--- src/rtl/wsfp_pkg.sv ---
// Shared types and constants for the WebSocket frame parser.
package wsfp_pkg;

   // Opcodes that get special handling; every other opcode is data.
   localparam logic [3:0] OP_CLOSE = 4'h8;
   localparam logic [3:0] OP_PING  = 4'h9;
   localparam logic [3:0] OP_PONG  = 4'hA;

   // Result classes.
   localparam logic [1:0] CLASS_DATA  = 2'd0;
   localparam logic [1:0] CLASS_PING  = 2'd1;
   localparam logic [1:0] CLASS_CLOSE = 2'd2;

   // Default depth of the queue between the parser and the output stage.
   localparam int QUEUE_DEPTH = 4;

   // One queued result, still masked; the output stage unmasks and classifies it.
   typedef struct packed {
      logic [7:0] raw_byte;
      logic [7:0] key_byte;
      logic       has_byte;
      logic [3:0] opcode;
      logic       last;
   } wsfp_desc_type;

endpackage

--- src/rtl/wsfp_front.sv ---
// Header and length parser: takes one received byte a beat and queues results.
module wsfp_front (
   input  logic                   clock,
   input  logic                   reset,
   input  logic                   req_valid,
   input  logic [7:0]             req_rx_byte,
   input  logic                   q_full,
   output logic                   req_ready,
   output logic                   q_push,
   output wsfp_pkg::wsfp_desc_type q_desc
);

   localparam logic [2:0] PH_B0    = 3'd0;
   localparam logic [2:0] PH_B1    = 3'd1;
   localparam logic [2:0] PH_LEN16 = 3'd2;
   localparam logic [2:0] PH_LEN64 = 3'd3;
   localparam logic [2:0] PH_KEY   = 3'd4;
   localparam logic [2:0] PH_DATA  = 3'd5;

   localparam logic [6:0] LEN7_EXT16 = 7'd126;
   localparam logic [6:0] LEN7_EXT64 = 7'd127;

   logic [2:0]  phase_ff, phase_in;
   logic [2:0]  hdr_cnt_ff, hdr_cnt_in;
   logic [3:0]  opcode_ff, opcode_in;
   logic        mask_ff, mask_in;
   logic [31:0] key_ff, key_in;
   logic [63:0] remain_ff, remain_in;
   logic [1:0]  key_idx_ff, key_idx_in;
   logic        closed_ff, closed_in;

   logic        accept;
   logic [7:0]  b;
   logic [63:0] len_next;
   logic [63:0] hdr_len;
   logic        hdr_done;
   logic        data_last;
   logic [7:0]  key_byte;

   assign req_ready = !q_full;
   assign accept    = req_valid && !q_full;
   assign b         = req_rx_byte;

   // Pick the key byte for the current payload position, first key byte on top.
   always_comb begin
      case (key_idx_ff)
         2'd0:    key_byte = key_ff[31:24];
         2'd1:    key_byte = key_ff[23:16];
         2'd2:    key_byte = key_ff[15:8];
         default: key_byte = key_ff[7:0];
      endcase
   end

   assign len_next  = {remain_ff[55:0], b};
   assign data_last = (remain_ff == 64'd1);

   // Parser state step for one accepted beat.
   always_comb begin
      phase_in   = phase_ff;
      hdr_cnt_in = hdr_cnt_ff;
      opcode_in  = opcode_ff;
      mask_in    = mask_ff;
      key_in     = key_ff;
      remain_in  = remain_ff;
      key_idx_in = key_idx_ff;
      closed_in  = closed_ff;
      hdr_done   = 1'b0;
      hdr_len    = remain_ff;
      q_push     = 1'b0;
      q_desc     = '0;
      q_desc.opcode = opcode_ff;

      if (accept && !closed_ff) begin
         unique case (phase_ff)
            PH_B0: begin
               opcode_in = b[3:0];
               phase_in  = PH_B1;
            end
            PH_B1: begin
               mask_in    = b[7];
               key_in     = '0;
               hdr_cnt_in = '0;
               if (b[6:0] == LEN7_EXT16) begin
                  remain_in = '0;
                  phase_in  = PH_LEN16;
               end else if (b[6:0] == LEN7_EXT64) begin
                  remain_in = '0;
                  phase_in  = PH_LEN64;
               end else begin
                  remain_in = {57'd0, b[6:0]};
                  hdr_len   = {57'd0, b[6:0]};
                  if (b[7]) begin
                     phase_in = PH_KEY;
                  end else begin
                     hdr_done = 1'b1;
                  end
               end
            end
            PH_LEN16, PH_LEN64: begin
               remain_in = len_next;
               hdr_len   = len_next;
               if ((phase_ff == PH_LEN16 && hdr_cnt_ff >= 3'd1) || hdr_cnt_ff >= 3'd7) begin
                  hdr_cnt_in = '0;
                  if (mask_ff) begin
                     phase_in = PH_KEY;
                  end else begin
                     hdr_done = 1'b1;
                  end
               end else begin
                  hdr_cnt_in = hdr_cnt_ff + 3'd1;
               end
            end
            PH_KEY: begin
               key_in = {key_ff[23:0], b};
               if (hdr_cnt_ff >= 3'd3) begin
                  hdr_done = 1'b1;
               end else begin
                  hdr_cnt_in = hdr_cnt_ff + 3'd1;
               end
            end
            PH_DATA: begin
               key_idx_in = key_idx_ff + 2'd1;
               remain_in  = remain_ff - 64'd1;
               if (data_last) begin
                  phase_in = PH_B0;
               end
               if (opcode_ff == wsfp_pkg::OP_CLOSE) begin
                  if (data_last) begin
                     closed_in   = 1'b1;
                     q_push      = 1'b1;
                     q_desc.last = 1'b1;
                  end
               end else if (opcode_ff != wsfp_pkg::OP_PONG) begin
                  q_push          = 1'b1;
                  q_desc.raw_byte = b;
                  q_desc.key_byte = key_byte;
                  q_desc.has_byte = 1'b1;
                  q_desc.last     = data_last;
               end
            end
            default: begin
               phase_in   = PH_B0;
               hdr_cnt_in = '0;
            end
         endcase

         // Header finished: enter the payload or, unless the frame is a pong, give the empty-frame marker.
         if (hdr_done) begin
            key_idx_in = '0;
            hdr_cnt_in = '0;
            if (hdr_len != 64'd0) begin
               phase_in = PH_DATA;
            end else begin
               phase_in = PH_B0;
               if (opcode_ff != wsfp_pkg::OP_PONG) begin
                  q_push      = 1'b1;
                  q_desc.last = 1'b1;
                  if (opcode_ff == wsfp_pkg::OP_CLOSE) begin
                     closed_in = 1'b1;
                  end
               end
            end
         end
      end
   end

   // Parser state registers.
   always_ff @(posedge clock) begin
      if (reset) begin
         phase_ff   <= PH_B0;
         hdr_cnt_ff <= '0;
         opcode_ff  <= '0;
         mask_ff    <= 1'b0;
         key_ff     <= '0;
         remain_ff  <= '0;
         key_idx_ff <= '0;
         closed_ff  <= 1'b0;
      end else begin
         phase_ff   <= phase_in;
         hdr_cnt_ff <= hdr_cnt_in;
         opcode_ff  <= opcode_in;
         mask_ff    <= mask_in;
         key_ff     <= key_in;
         remain_ff  <= remain_in;
         key_idx_ff <= key_idx_in;
         closed_ff  <= closed_in;
      end
   end

   // Once the close marker is queued, nothing else may follow it.
   a_no_push_after_close: assert property (@(posedge clock) disable iff (reset)
      closed_ff |-> !q_push)
      else $error("result queued after close");

endmodule

--- src/rtl/wsfp_fifo.sv ---
// Small result queue between the parser and the output stage.
module wsfp_fifo #(
   parameter int DEPTH = wsfp_pkg::QUEUE_DEPTH
) (
   input  logic                    clock,
   input  logic                    reset,
   input  logic                    push,
   input  wsfp_pkg::wsfp_desc_type push_desc,
   input  logic                    pop,
   output wsfp_pkg::wsfp_desc_type head_desc,
   output logic                    full,
   output logic                    empty
);

   localparam int PtrW   = (DEPTH > 1) ? $clog2(DEPTH) : 1;
   localparam int CountW = $clog2(DEPTH + 1);

   wsfp_pkg::wsfp_desc_type entry_ff [DEPTH];
   logic [PtrW-1:0]   wr_ptr_ff, wr_ptr_in;
   logic [PtrW-1:0]   rd_ptr_ff, rd_ptr_in;
   logic [CountW-1:0] count_ff, count_in;
   logic              do_push;
   logic              do_pop;

   assign full      = (count_ff == CountW'(DEPTH));
   assign empty     = (count_ff == '0);
   assign do_push   = push && !full;
   assign do_pop    = pop && !empty;
   assign head_desc = entry_ff[rd_ptr_ff];

   // Pointer wrap and occupancy update.
   always_comb begin
      wr_ptr_in = wr_ptr_ff;
      rd_ptr_in = rd_ptr_ff;
      count_in  = count_ff;
      if (do_push) begin
         wr_ptr_in = (wr_ptr_ff == PtrW'(DEPTH - 1)) ? '0 : wr_ptr_ff + PtrW'(1);
      end
      if (do_pop) begin
         rd_ptr_in = (rd_ptr_ff == PtrW'(DEPTH - 1)) ? '0 : rd_ptr_ff + PtrW'(1);
      end
      if (do_push && !do_pop) begin
         count_in = count_ff + CountW'(1);
      end else if (do_pop && !do_push) begin
         count_in = count_ff - CountW'(1);
      end
   end

   always_ff @(posedge clock) begin
      if (reset) begin
         wr_ptr_ff <= '0;
         rd_ptr_ff <= '0;
         count_ff  <= '0;
      end else begin
         wr_ptr_ff <= wr_ptr_in;
         rd_ptr_ff <= rd_ptr_in;
         count_ff  <= count_in;
      end
   end

   // Entry storage needs no reset.
   always_ff @(posedge clock) begin
      if (do_push) begin
         entry_ff[wr_ptr_ff] <= push_desc;
      end
   end

   a_no_overflow: assert property (@(posedge clock) disable iff (reset)
      push |-> !full)
      else $error("push into a full queue");

   a_no_underflow: assert property (@(posedge clock) disable iff (reset)
      pop |-> !empty)
      else $error("pop from an empty queue");

endmodule

--- src/rtl/wsfp_back.sv ---
// Output stage: unmasks and classifies queued results into the result register.
module wsfp_back (
   input  logic                    clock,
   input  logic                    reset,
   input  wsfp_pkg::wsfp_desc_type head_desc,
   input  logic                    q_empty,
   output logic                    q_pop,
   output logic                    rsp_valid,
   input  logic                    rsp_ready,
   output logic [7:0]              rsp_payload_byte,
   output logic                    rsp_has_byte,
   output logic [1:0]              rsp_frame_class,
   output logic [3:0]              rsp_frame_opcode,
   output logic                    rsp_frame_last
);

   logic       valid_ff, valid_in;
   logic [7:0] byte_ff, byte_in;
   logic       has_ff;
   logic [1:0] class_ff, class_in;
   logic [3:0] opcode_ff;
   logic       last_ff;

   // Load a new beat when the register is empty or being drained.
   assign q_pop = !q_empty && (!valid_ff || rsp_ready);

   always_comb begin
      valid_in = valid_ff;
      if (q_pop) begin
         valid_in = 1'b1;
      end else if (rsp_ready) begin
         valid_in = 1'b0;
      end
   end

   // Unmask real bytes; markers carry zero.
   assign byte_in = head_desc.has_byte ? (head_desc.raw_byte ^ head_desc.key_byte) : 8'd0;

   // Class decode from the opcode.
   always_comb begin
      unique case (head_desc.opcode)
         wsfp_pkg::OP_CLOSE: class_in = wsfp_pkg::CLASS_CLOSE;
         wsfp_pkg::OP_PING:  class_in = wsfp_pkg::CLASS_PING;
         default:            class_in = wsfp_pkg::CLASS_DATA;
      endcase
   end

   always_ff @(posedge clock) begin
      if (reset) begin
         valid_ff <= 1'b0;
      end else begin
         valid_ff <= valid_in;
      end
   end

   always_ff @(posedge clock) begin
      if (q_pop) begin
         byte_ff   <= byte_in;
         has_ff    <= head_desc.has_byte;
         class_ff  <= class_in;
         opcode_ff <= head_desc.opcode;
         last_ff   <= head_desc.last;
      end
   end

   assign rsp_valid        = valid_ff;
   assign rsp_payload_byte = byte_ff;
   assign rsp_has_byte     = has_ff;
   assign rsp_frame_class  = class_ff;
   assign rsp_frame_opcode = opcode_ff;
   assign rsp_frame_last   = last_ff;

   // A marker without a byte must be a frame end with a zero byte.
   a_marker_shape: assert property (@(posedge clock) disable iff (reset)
      (valid_ff && !has_ff) |-> (byte_ff == 8'd0 && last_ff))
      else $error("malformed marker result");

endmodule

--- src/rtl/websocket_frame_parser.sv ---
// Top level of the WebSocket receive-side frame parser.
//
// The req channel takes one received byte per beat (req_rx_byte). The rsp
// channel gives at most one result per input byte: an unmasked payload byte
// with its frame class, opcode and last flag, an empty-frame marker, or the
// close marker. Pong frames give no result, and header bytes give none
// except the last header byte of an empty frame, which gives its marker.
// Throughput is one byte per cycle while the queue is not full; the header
// parser does its whole step, including the 64-bit length count, in the
// cycle the byte is accepted. A result is written into the queue and then
// loaded into the output register that drives rsp, once that is free.
// A small queue (QUEUE_DEPTH entries) sits between the parser and the output
// register. When the receiver stalls, the queue fills and req_ready drops
// once it is full; no beat is lost. After the close marker the block takes
// and drops every byte until reset. Reset returns the parser to waiting for
// the first header byte, empties the queue and clears rsp_valid.
module websocket_frame_parser #(
   parameter int QUEUE_DEPTH = wsfp_pkg::QUEUE_DEPTH
) (
   input  logic       clock,
   input  logic       reset,
   input  logic       req_valid,
   output logic       req_ready,
   input  logic [7:0] req_rx_byte,
   output logic       rsp_valid,
   input  logic       rsp_ready,
   output logic [7:0] rsp_payload_byte,
   output logic       rsp_has_byte,
   output logic [1:0] rsp_frame_class,
   output logic [3:0] rsp_frame_opcode,
   output logic       rsp_frame_last
);

   logic                    q_full;
   logic                    q_empty;
   logic                    q_push;
   logic                    q_pop;
   wsfp_pkg::wsfp_desc_type q_desc;
   wsfp_pkg::wsfp_desc_type head_desc;

   wsfp_front u_front (
      .clock       (clock),
      .reset       (reset),
      .req_valid   (req_valid),
      .req_rx_byte (req_rx_byte),
      .q_full      (q_full),
      .req_ready   (req_ready),
      .q_push      (q_push),
      .q_desc      (q_desc)
   );

   wsfp_fifo #(
      .DEPTH (QUEUE_DEPTH)
   ) u_fifo (
      .clock     (clock),
      .reset     (reset),
      .push      (q_push),
      .push_desc (q_desc),
      .pop       (q_pop),
      .head_desc (head_desc),
      .full      (q_full),
      .empty     (q_empty)
   );

   wsfp_back u_back (
      .clock            (clock),
      .reset            (reset),
      .head_desc        (head_desc),
      .q_empty          (q_empty),
      .q_pop            (q_pop),
      .rsp_valid        (rsp_valid),
      .rsp_ready        (rsp_ready),
      .rsp_payload_byte (rsp_payload_byte),
      .rsp_has_byte     (rsp_has_byte),
      .rsp_frame_class  (rsp_frame_class),
      .rsp_frame_opcode (rsp_frame_opcode),
      .rsp_frame_last   (rsp_frame_last)
   );

endmodule

--- config.mk ---
export PLATFORM = sky130hd
export DESIGN_NAME = websocket_frame_parser
export DESIGN_NICKNAME = d
export VERILOG_FILES = /design/src/rtl/wsfp_pkg.sv /design/src/rtl/wsfp_front.sv /design/src/rtl/wsfp_fifo.sv /design/src/rtl/wsfp_back.sv /design/src/rtl/websocket_frame_parser.sv
export SDC_FILE = /design/constraint.sdc
export NUM_CORES = 1
export LEC_CHECK = 0
export ABC_AREA = 1
export ABC_CLOCK_PERIOD_IN_PS = 3700
export BUFFER_PORTS_ARGS = -buffer_cell sky130_fd_sc_hd__buf_4
export CAP_MARGIN = 40
export CORE_UTILIZATION = 35
export CTS_BUF_LIST = sky130_fd_sc_hd__clkbuf_16
export DETAILED_ROUTE_END_ITERATION = 10
export GPL_TIMING_DRIVEN = 0
export PLACE_DENSITY = 0.62
export SYNTH_ARGS = -nofsm -noshare
export SYNTH_HDL_FRONTEND = slang
export SYNTH_HIERARCHICAL = 1
export SYNTH_SLANG_ARGS = --single-unit
--- constraint.sdc ---
create_clock -name clock -period 3.7 [get_ports clock]
set_input_delay 0.37 -clock clock [delete_from_list [all_inputs] [get_ports clock]]
set_output_delay 0.37 -clock clock [all_outputs]
set_load 0.1 [all_outputs]
==> load_flow_metrics.sql <==
INSERT INTO impl_metrics (metric_group, metric, value, unit) VALUES
('run_status', 'outcome', 'complete, no violations', ''),
('min_path', 'min-delay-path-class', 'input pin to flip-flop', ''),
('logic_synthesis', 'synth_seq_cells', '224', ''),
('critical_path', 'cp-end-kind', 'flip-flop', ''),
('sta', 'clock-skew-final', '0.01150', 'ns'),
('logic_synthesis', 'synth_warnings', '6', ''),
('sta', 'setup_violations', '0', ''),
('clocking', 'cts-htree-levels', '1', ''),
('logic_synthesis', 'yosysMostFrequentCell', 'nand2_1', ''),
('clocking', 'cts_sinks', '224', ''),
('power_and_ir_drop', 'power.share.clock', '0.216', ''),
('logic_synthesis', 'synth_mux_area_frac', '0', ''),
('route', 'wl_per_cell', '16.16', 'µm'),
('logic_synthesis', 'netlist-cell-type-count', '43', ''),
('clocking', 'clock_path_buffers', '3', ''),
('final_layout', 'areaGrowthSynthToFinish', '14.33', '%'),
('logic_synthesis', 'synth-compound-area-share', '0.1782', ''),
('power_and_ir_drop', 'netSwitchingPower', '5.415', 'mW'),
('clocking', 'clk_root_buffer_cell', 'clkbuf_16', ''),
('route', 'met3WireLength', '1862', 'µm'),
('power_and_ir_drop', 'totalPowerFinal', '11.36', 'mW'),
('sta', 'worstMarginPinSlew', '0.7959', 'ns'),
('floorplan', 'die_outline_area', '34190', 'µm²'),
('global_routing', 'grt-ovfl-total', '0', ''),
('place', 'final_hpwl_from_detailed_placement', '23720', 'µm'),
('place', 'io_buffers', '29', ''),
('logic_synthesis', 'yosys.area_share.adder', '0.01881', ''),
('global_routing', 'global_route.usage.total', '0.1930', ''),
('route', 'highest-signal-layer', 'met4', ''),
('power_and_ir_drop', 'pwr_density_cell', '848.7', 'nW/µm²'),
('clocking', 'clock_latency', '0.54', 'ns'),
('logic_synthesis', 'synthesized_netlist_net_count', '1540', ''),
('logic_synthesis', 'synthArstFlopShare', '0', ''),
('logic_synthesis', 'synth_sequential_area_ratio', '0.4719', ''),
('sta', 'timing.final.hold_violations', '0', ''),
('power_and_ir_drop', 'p_leak', '5.443', 'nW'),
('logic_synthesis', 'synth.avg_cell_area', '7.748', 'µm²'),
('floorplan', 'core.rowCount', '66', ''),
('route', 'met2_wirelength', '15490', 'µm'),
('sta', 'achievable-frequency', '0.3025', 'GHz'),
('logic_synthesis', 'synth_top_cell_by_area', 'edfxtp_1', ''),
('final_layout', 'num_antenna_cells', '0', ''),
('power_and_ir_drop', 'power.combinational.fraction', '0.480', ''),
('global_routing', 'pin_count_of_the_biggest_net_entering_global_routing', '17', ''),
('final_layout', 'final_cell_area', '13390', 'µm²'),
('floorplan', 'design.portCount', '30', ''),
('clocking', 'postcts_setup_bufs', '0', ''),
('floorplan', 'die_width', '184.9', 'µm'),
('logic_synthesis', 'synth_xor_xnor_area_share', '0.002244', ''),
('critical_path', 'crit_path_start_kind', 'flip-flop', ''),
('final_layout', 'drive_above_1_share', '0.1105', ''),
('sta', 'rsz0062_at_grt', 'no', ''),
('logic_synthesis', 'synth_common_cells', 'nand2_1, nor2_1, a21oi_1', ''),
('logic_synthesis', 'postSynthCellCount', '1511', ''),
('route', 'detail_route.wirelength.met1', '14790', 'µm'),
('route', 'totalWireLength', '32890', 'µm'),
('final_layout', 'finalNetCount', '1602', ''),
('logic_synthesis', 'netlist_top_cells_area', 'edfxtp_1, dfxtp_1, nand2_1', ''),
('flow_run', 'maxCapViolCount', '0', ''),
('power_and_ir_drop', 'worst_ir_drop_vdd', '0.4758', 'mV'),
('global_routing', 'first_pass_grt_wire_length', '52300', 'µm'),
('critical_path', 'r2r_cells', '21', ''),
('sta', 'fin_ws', '0.3946', 'ns'),
('critical_path', 'worstPathRequired', '4.17', 'ns'),
('route', 'via_count', '10580', ''),
('place', 'post-place-ws', '0.3492', 'ns'),
('power_and_ir_drop', 'p_seq_frac', '0.305', ''),
('place', 'place.gp.congestion', '0.9225', ''),
('clocking', 'cts_resized', '0', ''),
('critical_path', 'arrival', '3.78', 'ns'),
('logic_synthesis', 'post_synth_design_cell_area', '11710', 'µm²');
## routing by layer
| layer | vias to the layer above | track usage |
|---|---|---|
| li1 | 5239 | - |
| met1 | 4982 | 0.2556 |
| met2 | 311 | 0.3259 |
| met3 | 50 | 0.02890 |
| met4 | 0 | 0.05289 |
| met5 | - | 0 |
## layout by cell type (no fill, tap or decap), types with 13 or more instances in the layout
| cell type | count |
|---|---|
| nor3_1 | 17 |
| o21ai_0 | 114 |
| or2_2 | 13 |
| clkbuf_16 | 26 |
| buf_4 | 31 |
| dfxtp_1 | 120 |
| edfxtp_1 | 104 |
| o22ai_1 | 26 |
| nor2_2 | 33 |
| clkbuf_1 | 35 |
| inv_1 | 136 |
| ha_1 | 16 |
| nand3_1 | 75 |
| a31oi_1 | 13 |
| nor2_1 | 217 |
| o21ai_1 | 19 |
| a21oi_1 | 183 |
| nand3b_1 | 13 |
| a221oi_1 | 17 |
| nand2_1 | 265 |
## final cells by class
| type | instances | area [µm²] |
|---|---|---|
| inverter | 143 | 544.3 |
| buffer | 65 | 335.3 |
| fill | 3390 | 19320 |
| tap | 442 | 553.0 |
| timing repair buffer | 34 | 292.8 |
| clock buffer | 26 | 650.6 |
| multi-input combinational | 1079 | 5319 |
| clock inverter | 22 | 165.2 |
| sequential | 224 | 5525 |
## flip-flops by register name, indices dropped and copies added (netlist names), 3 cells and up, named ones only
signal,count
u_front/phase_ff,3
u_front/remain_ff,64
u_front/key_ff,32
u_front/hdr_cnt_ff,3
u_front/opcode_ff,4
u_fifo/count_ff,3
u_back/rsp_frame_opcode,4
u_fifo/entry_ff,88
u_back/rsp_payload_byte,8
## power groups by stage
stage | Sequential (mW) | Clock (mW) | Combinational, mW
after floorplan | 3.71 | 0 | 3.70
after global placement | 3.49 | 0 | 5.25
after detailed placement | 3.50 | 0 | 5.33
after CTS | 3.45 | 2.51 | 5.35
after global routing | 3.51 | 2.61 | 6.02
final | 3.46 | 2.45 | 5.45
## worst paths after layout
check                                     startpoint                               to  slack, ns
setup / recovery  u_front/remain_ff[55]$_SDFFE_PP0P_  u_fifo/count_ff[2]$_SDFFE_PP0P_       0.39
hold / removal                                 reset    u_back/rsp_valid$_SDFFE_PP0P_       0.07
setup reg to reg  u_front/remain_ff[55]$_SDFFE_PP0P_  u_fifo/count_ff[2]$_SDFFE_PP0P_       0.39
hold reg to reg      u_front/key_ff[28]$_SDFFE_PP0P_  u_front/key_ff[28]$_SDFFE_PP0P_       0.46
## worst max-delay path, cell delays in order, from the launching register on
cell      delay [ns]
dfxtp_1         0.29
clkbuf_1        0.20
nor2_1          0.21
nand2_1         0.09
nor2_2          0.20
nand2_1         0.07
nor2_1          0.17
nand2_1         0.09
a21oi_1         0.17
nand3_1         0.16
nor2_1          0.12
o21a_1          0.25
nand2_2         0.15
inv_1           0.09
ha_1            0.17
inv_1           0.07
fa_1            0.37
nand2_1         0.10
nand3_1         0.07
nand2_1         0.06
inv_1           0.03
nor2_1          0.09
## logic make-up (layout without fill, tap and decap cells)
logic type | Yosys count | after routing
and+or+nand+nor | 672 | 672
AOI/OAI and AO/OA | 387 | 387
DFF | 224 | 224
buffers and inverters | 208 | 290
adders and majority gates | 17 | 17
xor gates and xnor gates | 3 | 3
Power figures use the tool's default switching activity.
